--- src/sv/u8u16_pkg.sv ---
// shared types, constants and helpers for the utf-8 to utf-16 transcoder
package u8u16_pkg;

    localparam int CP_W = 21;

    localparam logic [CP_W-1:0] REPL_CP      = 21'h00FFFD;
    localparam logic [CP_W-1:0] SUPP_BASE    = 21'h010000;
    localparam logic [CP_W-1:0] CP_MAX       = 21'h10FFFF;
    localparam logic [CP_W-1:0] SURR_LO_CP   = 21'h00D800;
    localparam logic [CP_W-1:0] SURR_HI_CP   = 21'h00DFFF;
    localparam logic [5:0]      HI_SURR_TAG  = 6'b110110;
    localparam logic [5:0]      LO_SURR_TAG  = 6'b110111;

    // codes of the sequence length classes; class_min gives each one's minimum legal value
    localparam logic [1:0] CLASS_NONE = 2'd0;
    localparam logic [1:0] CLASS_TWO  = 2'd1;
    localparam logic [1:0] CLASS_THREE = 2'd2;
    localparam logic [1:0] CLASS_FOUR = 2'd3;

    // one decoded code point on its way to the encoder
    typedef struct packed {
        logic [CP_W-1:0] cp;
        logic            last;
    } cp_evt_t;

    function automatic logic [CP_W-1:0] class_min(input logic [1:0] cls);
        logic [CP_W-1:0] m;
        unique case (cls)
            CLASS_NONE:  m = 21'h000000;
            CLASS_TWO:   m = 21'h000080;
            CLASS_THREE: m = 21'h000800;
            CLASS_FOUR:  m = 21'h010000;
            default:     m = 21'h000000;
        endcase
        return m;
    endfunction

endpackage

--- src/sv/utf8_to_utf16_transcoder.sv ---
// top level of the utf-8 to utf-16 transcoder
//
// Input channel (s_): one utf-8 byte per transaction in s_in_byte, with
// s_message_end set on the last byte of a message. NUL is an ordinary byte.
// Output channel (m_): one utf-16 code unit per transaction in m_code_unit;
// m_run_last marks the last unit caused by one input byte, m_message_last the
// final unit of a message. Malformed input yields U+FFFD.
// Each byte gives zero, one or two units (two for code points above U+FFFF).
// Throughput: one byte per cycle while s_ready is high. A decoded code point
// enters a small queue in the cycle its byte is taken; the encoder drains one
// unit per cycle while m_ready allows, so a surrogate pair holds its output
// register for both of its units. The code point of a byte is written to the
// queue on the accepting edge; its first unit then enters the output register
// once that register is free. Reset (aresetn low, synchronous) empties the
// queue, drops any partial sequence and clears m_valid. When the receiver
// stalls, the output register holds its unit; bytes keep being taken until
// the queue of QUEUE_DEPTH code points is full, then s_ready falls.
module utf8_to_utf16_transcoder
    import u8u16_pkg::*;
#(
    parameter int QUEUE_DEPTH = 4
) (
    input  logic        aclk,
    input  logic        aresetn,
    input  logic [7:0]  s_in_byte,
    input  logic        s_message_end,
    input  logic        s_valid,
    output logic        s_ready,
    output logic [15:0] m_code_unit,
    output logic        m_run_last,
    output logic        m_message_last,
    output logic        m_valid,
    input  logic        m_ready
);

    logic    q_full;
    logic    q_not_empty;
    logic    q_pop;
    logic    evt_valid;
    cp_evt_t evt;
    cp_evt_t q_head;
    logic    accept;

    assign s_ready = !q_full;
    assign accept  = s_valid && s_ready;

    u8u16_decode u_decode (
        .aclk        (aclk),
        .aresetn     (aresetn),
        .in_byte     (s_in_byte),
        .message_end (s_message_end),
        .accept      (accept),
        .evt_valid   (evt_valid),
        .evt         (evt)
    );

    u8u16_queue #(
        .DEPTH (QUEUE_DEPTH)
    ) u_queue (
        .aclk      (aclk),
        .aresetn   (aresetn),
        .push      (evt_valid),
        .push_data (evt),
        .full      (q_full),
        .pop       (q_pop),
        .not_empty (q_not_empty),
        .head      (q_head)
    );

    u8u16_encode u_encode (
        .aclk         (aclk),
        .aresetn      (aresetn),
        .q_not_empty  (q_not_empty),
        .q_head       (q_head),
        .q_pop        (q_pop),
        .code_unit    (m_code_unit),
        .run_last     (m_run_last),
        .message_last (m_message_last),
        .out_valid    (m_valid),
        .out_ready    (m_ready)
    );

endmodule

--- src/sv/u8u16_decode.sv ---
// front end: takes utf-8 bytes, tracks the open sequence, yields code points
module u8u16_decode
    import u8u16_pkg::*;
(
    input  logic       aclk,
    input  logic       aresetn,
    input  logic [7:0] in_byte,
    input  logic       message_end,
    input  logic       accept,
    output logic       evt_valid,
    output cp_evt_t    evt
);

    logic [CP_W-1:0] partial_reg, partial_next;
    logic [1:0]      rem_reg, rem_next;
    logic [1:0]      cls_reg, cls_next;
    logic [CP_W-1:0] shifted;
    logic [1:0]      rem_dec;

    assign shifted = {partial_reg[CP_W-7:0], in_byte[5:0]};
    assign rem_dec = rem_reg - 2'd1;

    always_comb begin
        partial_next = partial_reg;
        rem_next     = rem_reg;
        cls_next     = cls_reg;
        evt_valid    = 1'b0;
        evt.cp       = REPL_CP;
        evt.last     = message_end;
        if (accept) begin
            if (rem_reg != 2'd0) begin
                partial_next = '0;
                rem_next     = 2'd0;
                cls_next     = CLASS_NONE;
                if (in_byte[7:6] != 2'b10) begin
                    evt_valid = 1'b1;
                end else if (rem_dec != 2'd0) begin
                    if (message_end) begin
                        evt_valid = 1'b1;
                    end else begin
                        partial_next = shifted;
                        rem_next     = rem_dec;
                        cls_next     = cls_reg;
                    end
                end else begin
                    evt_valid = 1'b1;
                    if (!(shifted < class_min(cls_reg) || shifted > CP_MAX ||
                          (shifted >= SURR_LO_CP && shifted <= SURR_HI_CP))) begin
                        evt.cp = shifted;
                    end
                end
            end else begin
                priority if (in_byte[7] == 1'b0) begin
                    evt_valid = 1'b1;
                    evt.cp    = {13'd0, in_byte};
                end else if (in_byte[7:6] == 2'b10 || in_byte[7:3] == 5'b11111) begin
                    evt_valid = 1'b1;
                end else if (message_end) begin
                    // lead byte cut off by the end of the message
                    evt_valid = 1'b1;
                end else if (in_byte[7:4] == 4'b1111) begin
                    partial_next = {18'd0, in_byte[2:0]};
                    rem_next     = 2'd3;
                    cls_next     = CLASS_FOUR;
                end else if (in_byte[7:5] == 3'b111) begin
                    partial_next = {17'd0, in_byte[3:0]};
                    rem_next     = 2'd2;
                    cls_next     = CLASS_THREE;
                end else begin
                    partial_next = {16'd0, in_byte[4:0]};
                    rem_next     = 2'd1;
                    cls_next     = CLASS_TWO;
                end
            end
        end
    end

    always_ff @(posedge aclk) begin
        if (!aresetn) begin
            partial_reg <= '0;
            rem_reg     <= 2'd0;
            cls_reg     <= CLASS_NONE;
        end else begin
            partial_reg <= partial_next;
            rem_reg     <= rem_next;
            cls_reg     <= cls_next;
        end
    end

    // a byte flagged as message end always closes the sequence
    a_end_goes_idle: assert property (@(posedge aclk) disable iff (!aresetn)
        (accept && message_end) |=> (rem_reg == 2'd0))
        else $error("sequence left open after message end");

    a_end_yields_unit: assert property (@(posedge aclk) disable iff (!aresetn)
        (accept && message_end) |-> evt_valid)
        else $error("message end byte produced no code point");

endmodule

--- src/sv/u8u16_queue.sv ---
// short code point queue between the decoder and the encoder
module u8u16_queue
    import u8u16_pkg::*;
#(
    parameter int DEPTH = 4
) (
    input  logic    aclk,
    input  logic    aresetn,
    input  logic    push,
    input  cp_evt_t push_data,
    output logic    full,
    input  logic    pop,
    output logic    not_empty,
    output cp_evt_t head
);

    localparam int PW = (DEPTH > 1) ? $clog2(DEPTH) : 1;
    localparam int CW = $clog2(DEPTH + 1);
    localparam logic [PW-1:0] LAST_PTR = PW'(DEPTH - 1);
    localparam logic [CW-1:0] FULL_CNT = CW'(DEPTH);

    cp_evt_t         slot_reg [DEPTH];
    logic [PW-1:0]   wr_reg, wr_next;
    logic [PW-1:0]   rd_reg, rd_next;
    logic [CW-1:0]   cnt_reg, cnt_next;

    assign full      = (cnt_reg == FULL_CNT);
    assign not_empty = (cnt_reg != '0);
    assign head      = slot_reg[rd_reg];

    always_comb begin
        wr_next  = wr_reg;
        rd_next  = rd_reg;
        cnt_next = cnt_reg;
        if (push) begin
            wr_next = (wr_reg == LAST_PTR) ? '0 : wr_reg + PW'(1);
        end
        if (pop) begin
            rd_next = (rd_reg == LAST_PTR) ? '0 : rd_reg + PW'(1);
        end
        if (push && !pop) begin
            cnt_next = cnt_reg + CW'(1);
        end else if (pop && !push) begin
            cnt_next = cnt_reg - CW'(1);
        end
    end

    always_ff @(posedge aclk) begin
        if (!aresetn) begin
            wr_reg  <= '0;
            rd_reg  <= '0;
            cnt_reg <= '0;
        end else begin
            wr_reg  <= wr_next;
            rd_reg  <= rd_next;
            cnt_reg <= cnt_next;
        end
    end

    always_ff @(posedge aclk) begin
        if (push) begin
            slot_reg[wr_reg] <= push_data;
        end
    end

    a_no_overflow: assert property (@(posedge aclk) disable iff (!aresetn)
        push |-> !full)
        else $error("queue written while full");

endmodule

--- src/sv/u8u16_encode.sv ---
// back end: turns queued code points into utf-16 units behind an output register
module u8u16_encode
    import u8u16_pkg::*;
(
    input  logic        aclk,
    input  logic        aresetn,
    input  logic        q_not_empty,
    input  cp_evt_t     q_head,
    output logic        q_pop,
    output logic [15:0] code_unit,
    output logic        run_last,
    output logic        message_last,
    output logic        out_valid,
    input  logic        out_ready
);

    logic            valid_reg, valid_next;
    logic [15:0]     unit_reg, unit_next;
    logic            run_last_reg, run_last_next;
    logic            msg_last_reg, msg_last_next;
    logic            pend_reg, pend_next;
    logic [15:0]     low_reg, low_next;
    logic            low_last_reg, low_last_next;
    logic            slot_free;
    logic [CP_W-1:0] offset;

    assign slot_free = !valid_reg || out_ready;
    assign q_pop     = slot_free && !pend_reg && q_not_empty;
    assign offset    = q_head.cp - SUPP_BASE;

    always_comb begin
        valid_next    = valid_reg;
        unit_next     = unit_reg;
        run_last_next = run_last_reg;
        msg_last_next = msg_last_reg;
        pend_next     = pend_reg;
        low_next      = low_reg;
        low_last_next = low_last_reg;
        if (slot_free) begin
            valid_next = 1'b0;
            if (pend_reg) begin
                valid_next    = 1'b1;
                unit_next     = low_reg;
                run_last_next = 1'b1;
                msg_last_next = low_last_reg;
                pend_next     = 1'b0;
            end else if (q_not_empty) begin
                valid_next = 1'b1;
                if (q_head.cp < SUPP_BASE) begin
                    unit_next     = q_head.cp[15:0];
                    run_last_next = 1'b1;
                    msg_last_next = q_head.last;
                end else begin
                    // surrogate pair: high half now, low half next
                    unit_next     = {HI_SURR_TAG, offset[19:10]};
                    run_last_next = 1'b0;
                    msg_last_next = 1'b0;
                    pend_next     = 1'b1;
                    low_next      = {LO_SURR_TAG, offset[9:0]};
                    low_last_next = q_head.last;
                end
            end
        end
    end

    always_ff @(posedge aclk) begin
        if (!aresetn) begin
            valid_reg <= 1'b0;
            pend_reg  <= 1'b0;
        end else begin
            valid_reg <= valid_next;
            pend_reg  <= pend_next;
        end
    end

    always_ff @(posedge aclk) begin
        unit_reg     <= unit_next;
        run_last_reg <= run_last_next;
        msg_last_reg <= msg_last_next;
        low_reg      <= low_next;
        low_last_reg <= low_last_next;
    end

    assign out_valid    = valid_reg;
    assign code_unit    = unit_reg;
    assign run_last     = run_last_reg;
    assign message_last = msg_last_reg;

    // a high surrogate transaction is followed at once by its low half
    a_pair_in_order: assert property (@(posedge aclk) disable iff (!aresetn)
        (valid_reg && out_ready && !run_last_reg)
            |=> (valid_reg && unit_reg[15:10] == LO_SURR_TAG && run_last_reg))
        else $error("low surrogate did not follow high surrogate");

    a_msg_last_ends_run: assert property (@(posedge aclk) disable iff (!aresetn)
        (valid_reg && msg_last_reg) |-> run_last_reg)
        else $error("message end flagged on a unit that does not close its byte");

endmodule

--- config.mk ---
export PLATFORM = sky130hd
export DESIGN_NAME = utf8_to_utf16_transcoder
export DESIGN_NICKNAME = d
export VERILOG_FILES = /design/src/sv/u8u16_pkg.sv /design/src/sv/utf8_to_utf16_transcoder.sv /design/src/sv/u8u16_decode.sv /design/src/sv/u8u16_queue.sv /design/src/sv/u8u16_encode.sv
export SDC_FILE = /design/constraint.sdc
export NUM_CORES = 1
export LEC_CHECK = 0
export BUFFER_PORTS_ARGS = -buffer_cell sky130_fd_sc_hd__buf_2
export CORE_ASPECT_RATIO = 1.25
export CORE_MARGIN = 2
export CORE_UTILIZATION = 50
export CTS_CLUSTER_SIZE = 12
export DETAILED_ROUTE_END_ITERATION = 10
export GPL_TIMING_DRIVEN = 0
export HOLD_SLACK_MARGIN = 0.06
export PLACE_DENSITY_LB_ADDON = 0.1
export SETUP_SLACK_MARGIN = 0.15
export SLEW_MARGIN = 25
export SYNTH_ARGS = -nofsm -noshare
export SYNTH_HDL_FRONTEND = slang
export SYNTH_SLANG_ARGS = --single-unit
--- constraint.sdc ---
create_clock -name aclk -period 5.1 [get_ports aclk]
set_clock_uncertainty 0.05 [all_clocks]
set_input_delay 1.02 -clock aclk [delete_from_list [all_inputs] [get_ports aclk]]
set_output_delay 1.02 -clock aclk [all_outputs]
set_load 0.02 [all_outputs]
## Yosys cells after proc, flatten, opt, wreduce, memory -nomap -nowiden

Memories as Yosys holds them, arrays and structs flattened. A register that Yosys moved wholly into a read port is not among the register bits.
Index checks and enable logic that the tools add are counted.

- Register bits: 57
- Bits in latches: 0
- Bits in writable memories: 88
- Memory bits (read-only): 0
- Input bits: 13
- Output and inout bits: 20
- Logic and storage cells: 129
- Memories kept: 1

- $add $sub $neg: 6
- $mul: 0
- Div/mod/pow operators: 0
- Magnitude comparators: 5
- Eq/ne operators: 14
- Shift operators: 0
- Multiplexer cells: 61
- Bitwise logic cells: 2
- Reductions and logical operators: 26

Memories:

| name | words | bits a word | read ports | clocked after memory_dff | wr ports | RTL line | text |
|---|---|---|---|---|---|---|---|
| u_queue.slot_reg | 4 | 22 | 1 | 1 | 1 | u8u16_queue.sv:22 | `cp_evt_t slot_reg [DEPTH];` |

Operators by type and width:

| cell | number |
|---|---|
| two-way mux 21 bit | 9 |
| two-way mux 15 bit | 8 |
| case mux 21 bit (4 select lines) | 1 |
| two-way mux 16 bit | 3 |
| two-way mux 2 bit | 17 |
| greater-or-equal comparator 21 x 16 -> 1 bit, second input constant | 1 |
| greater-than comparator 21 bit, second input constant | 1 |
| less-or-equal comparator 21 x 16 -> 1 bit, second input constant | 1 |
| less-than comparator 21 x 17 -> 1 bit, second input constant | 1 |
| less-than comparator 21 bit | 1 |
| subtractor 20 x 17 -> 20 bit, second input constant | 1 |
| two-way mux 1 bit | 19 |
| equality test 2 bit, second input constant | 5 |
| two-way mux 10 bit | 1 |
| nonzero test 2 bit | 5 |
| AND reduction 4 bit | 2 |
| equality test 3 bit, second input constant | 2 |
| logical AND 1 bit | 6 |
| two-way mux 3 bit | 2 |
| equality test 5 bit, second input constant | 1 |
| zero test 1 bit | 5 |
| two-way mux 5 bit | 1 |
| AND reduction 5 bit | 1 |
| adder 2 x 1 -> 2 bit, second input constant | 2 |
| other kinds (13) | 18 |

## Longest topological paths before layout

- Word-level depth: 14
- Mapped depth: 12
- Gate-level depth less buffers: 11

## By module

Synthesis repeated with hierarchy kept, for this count alone.

- Cell total of the unflattened synthesis: 421
- Area, all modules: 6234.7 um2

By module, submodules not included:

| module | instances | cells an instance | area each (um2) | seq. area each (um2) |
|---|---|---|---|---|
| u8u16_queue | 1 | 158 | 3637.2 | 2822.7 |
| u8u16_encode | 1 | 101 | 1327.5 | 910.9 |
| u8u16_decode | 1 | 160 | 1260.0 | 380.4 |
| utf8_to_utf16_transcoder | 1 | 2 | 10.0 | 0.0 |

## Least setup slack after synthesis

No wires, ideal clock.

- Kind: input -> register
- Start: in s_in_byte[6]
- End: reg u_queue.cnt_reg[2]
- Setup time: 0.076 ns
- Data arrival time: 3.104 ns
- Data required time: 4.974 ns
- Setup slack: 1.870 ns
- Cell stages on the path: 10
- Path buffers: 1
- Cell sequence: or3b_2 or3_1 and3_1 clkbuf_1 ha_1 inv_1 fa_1 xor2_1 or3_1 a21boi_0

- Cells in the longest elaborated chain, start to end: 9
- Elaborated cells between the ends (all ways): 14
- Those cells by class: 3 x eq/ne; 6 x mux; 5 x reduce/logical

Ends and longest elaborated chain:

| what | RTL line | text |
|---|---|---|
| start: declaration | utf8_to_utf16_transcoder.sv:25 | `input logic [7:0] s_in_byte,` |
| equality test 5 bit / equality test 2 bit (equally long branches) | u8u16_decode.sv:56 | `end else if (in_byte[7:6] == 2'b10 \|\| in_byte[7:3] == 5'b11111) begin` |
| logical OR 1 bit | u8u16_decode.sv:56 |  |
| two-way mux 1 bit | u8u16_decode.sv:56 |  |
| two-way mux 1 bit | u8u16_decode.sv:53 | `priority if (in_byte[7] == 1'b0) begin` |
| two-way mux 1 bit * | u8u16_decode.sv:31 | `if (rem_reg != 2'd0) begin` |
| two-way mux 1 bit * | u8u16_decode.sv:30 | `if (accept) begin` |
| net evt_valid | utf8_to_utf16_transcoder.sv:39 | `logic evt_valid;` |
| zero test 1 bit | u8u16_queue.sv:43 | `end else if (pop && !push) begin` |
| logical AND 1 bit | u8u16_queue.sv:43 |  |
| nonzero test 2 bit (no source line) | n/a |  |
| end signal: assignment | u8u16_queue.sv:56 | `cnt_reg <= cnt_next;` |
| end: declaration | u8u16_queue.sv:25 | `logic [CW-1:0] cnt_reg, cnt_next;` |

Mark *: on every way through the listed nets, which the timed path passes. The rest lies on a longest branch.
A chain may end at the register's enable or synchronous reset.

## Final worst setup path

Ends and elaborated chain as after synthesis.

==> metrics.txt <==
status complete, no violations; Final setup viols 0; Final Core Density 0.587; Worst-path clk slew around 60 ps; Sink Count 147; slew margin rel. 0.416; gr usage total 0.193; synthesized flop and latch total 147; die height about 130 um; TritonCTS Buffers 17; FF-to-FF path depth 12; Die X 103 um; Routed Antenna Nets 0; Setup crit start kind input port; Synth Warn # 0; Avg Synthesized Cell Area 14.8 sq um; Post-CTS Resized 0; register area share after synthesis 0.669; endpoints failing hold 0; Top FF cell, synth edfxtp_1; RSZ-0062 raised after global routing no; H-tree levels 4; final max-slew violation count 0; Synth area leader edfxtp_1; wire per inst 18.0 um; initial cell density of the core 0.510; Ant. Diodes 0; crit path DAT 3430 ps; core area 12000 sq um; number of fill cells 988; Distinct cells, synth 50; Critical Path Sink u_queue.cnt_reg[2]; RR Startpoint u_decode.rem_reg[0]; largest net degree at the start of global routing 23; Crit Reg-Reg Endpoint u_queue.cnt_reg[2]; CTS max path bufs 2; worst slew pin tran 875 ps; DRC viols 0; synth top area cells edfxtp_1 (57%), dfxtp_1 (9.8%), mux4_2 (7.3%); Leak 2.36 nW; Worst-Skew Late Latency 410 ps; Final GP Congestion 0.873; register area 4110 sq um; area of the multi-input gates about 1900 sq um; # rows between 40 and 50; Final TNS setup 0 ps; worst vdd ir 0.250 mV; Hold Worst Slack around 430 ps; io pins 33; number of flops mapped to enable cells by yosys ~120; Synth-to-Final Area Change 15.1%; PwrDens about 540 nW/um^2; router iterations before antenna repair 5; first-pass GRT wire length roughly 19 mm; crit end category flop; Root Buffer Master clkbuf_16; CTS tree yes; remaining global-route overflow 0; total power 3.84 mW; max reg flops ~90; initial antenna violation count 0; Max Cap Viol 0; maximum clock rate between 0.3 and 0.4 GHz; R2R Setup Slk 2030 ps; DRT iter0 DRCs 247; Hold/Removal Path Class flop to flop; dpl hpwl 8.01 mm; IO Port Bufs 31; Setup CP Type input port to flop; vias in the first global route 3561; CP Launch Point s_in_byte[6]; CP required roughly 5400 ps; Net Count, Synth 440; vias per cell 5.54; Routed WL 11.6 mm; non-filler cells, final 642; Tmin final about 3100 ps; period utilization 0.617; share of cells above drive strength 1 0.205; Post-Syn Instances 415; asr flop ratio synth 0; final net count slightly below 500; vias 3557; Setup Fix Bufs, Post-CTS 0; placed cells 610; Yosys top cell area share 0.572; CP Max Fanout 7; die area approximately 13000 sq um; CTS Hold Buffers Added 0; Post-Syn Area 6150 sq um
-- kinds of logic (layout without fill, tap and decap cells) --
logic type      Yosys count  after routing  share of synthesized area
xor+xnor                  3              3                    0.00428
fa+ha+maj                12             12                     0.0257
buf+inv                  34             97                     0.0238
mux                      27             27                     0.0900
simple gates            114            114                      0.103
compound gates           78             78                     0.0843
flops                   147            147                      0.669
-- power breakdown --
group	switching (mW)	internal, mW	leakage [nW]	total [mW]
clock	0.455	0.710	0.272	1.16
sequential	0.0766	1.59	1.29	1.66
combinational	0.610	0.402	0.797	1.01
-- cell usage in the layout (no fill, tap or decap), types with 3 or more instances in the layout --
cell type and instances:
nand2_1 24, o21ai_0 13, and2_1 6, a21oi_1 17, edfxtp_1 117, nand3_1 14
nor3_1 4, mux2i_1 5, mux4_2 20, o21a_1 14, clkbuf_1 19, nor2b_1 15
nor2_1 13, clkbuf_16 18, a21boi_0 17, inv_1 13, dfxtp_1 30, nor2_2 3
and2_2 4, ha_1 11, clkinv_2 4, a21o_1 6, nor4_1 3, or3_1 6
or2b_1 3, buf_2 34
-- synthesized netlist by cell type (2+ instances only) --
library cell and instances:
edfxtp_1 117, dfxtp_1 30, nand2_1 24, mux4_2 20, a21boi_0 17, a21oi_1 17
clkbuf_1 15, nor2_1 15, nor2b_1 15, nand3_1 14, o21a_1 14, inv_1 13
o21ai_0 13, ha_1 11, and2_1 10, a21o_1 6, or3_1 6, mux2i_1 5
nor3_1 4, buf_2 3, nor4_1 3, or2b_1 3, and3_1 2, buf_6 2
mux4_1 2, nand2b_1 2, o211ai_1 2, o31a_1 2, o31ai_1 2, or2_4 2
or3_2 2, or3b_2 2, or4_1 2, xnor2_1 2
-- worst min path at each step --
stage,startpoint,end,cells past startpoint
2_1_floorplan,u_decode.partial_reg[14],u_decode.partial_reg[14],2
3_3_place_gp,u_decode.partial_reg[14],u_decode.partial_reg[14],2
3_5_place_dp,u_decode.partial_reg[9],u_decode.partial_reg[9],2
4_1_cts,u_decode.partial_reg[14],u_decode.partial_reg[14],2
5_1_grt,u_decode.partial_reg[14],u_decode.partial_reg[14],2
6_report,u_decode.partial_reg[14],u_decode.partial_reg[14],2
-- critical path, cell delays in order --
cell	delay (ps)
buf_2	130
or3b_2	510
or3_1	380
and3_1	190
clkbuf_1	170
ha_1	240
inv_1	90
fa_1	190
xor2_1	70
or3_1	300
a21boi_0	150
-- layer usage --
metal | vias to the layer above | track usage | wire, um
li1 | 1678 | - | -
met1 | 1770 | 0.250 | 4930
met2 | 89 | 0.312 | 5970
met3 | 20 | 0.0393 | 418
met4 | 0 | 0.0867 | 240
met5 | - | 0 | 0
-- final cells by class --
type / count / area share
clock inverter: 9 / 0.0113
multi-input combinational: 234 / 0.268
buffer: 21 / 0.0138
inverter: 13 / 0.00690
sequential: 147 / 0.581
timing repair buffer: 31 / 0.0219
tap: 164 / 0.0290
clock buffer: 23 / 0.0677
-- metrics by stage --
step	instance area (sq um)	setup WS (ps)
after global placement	6510	1540
after global routing	7080	1800
final	7080	1960
after detailed placement	6510	1530
after floorplan	6150	1870
after CTS	7070	1950
No activity file was read; power rests on OpenSTA's default activity.
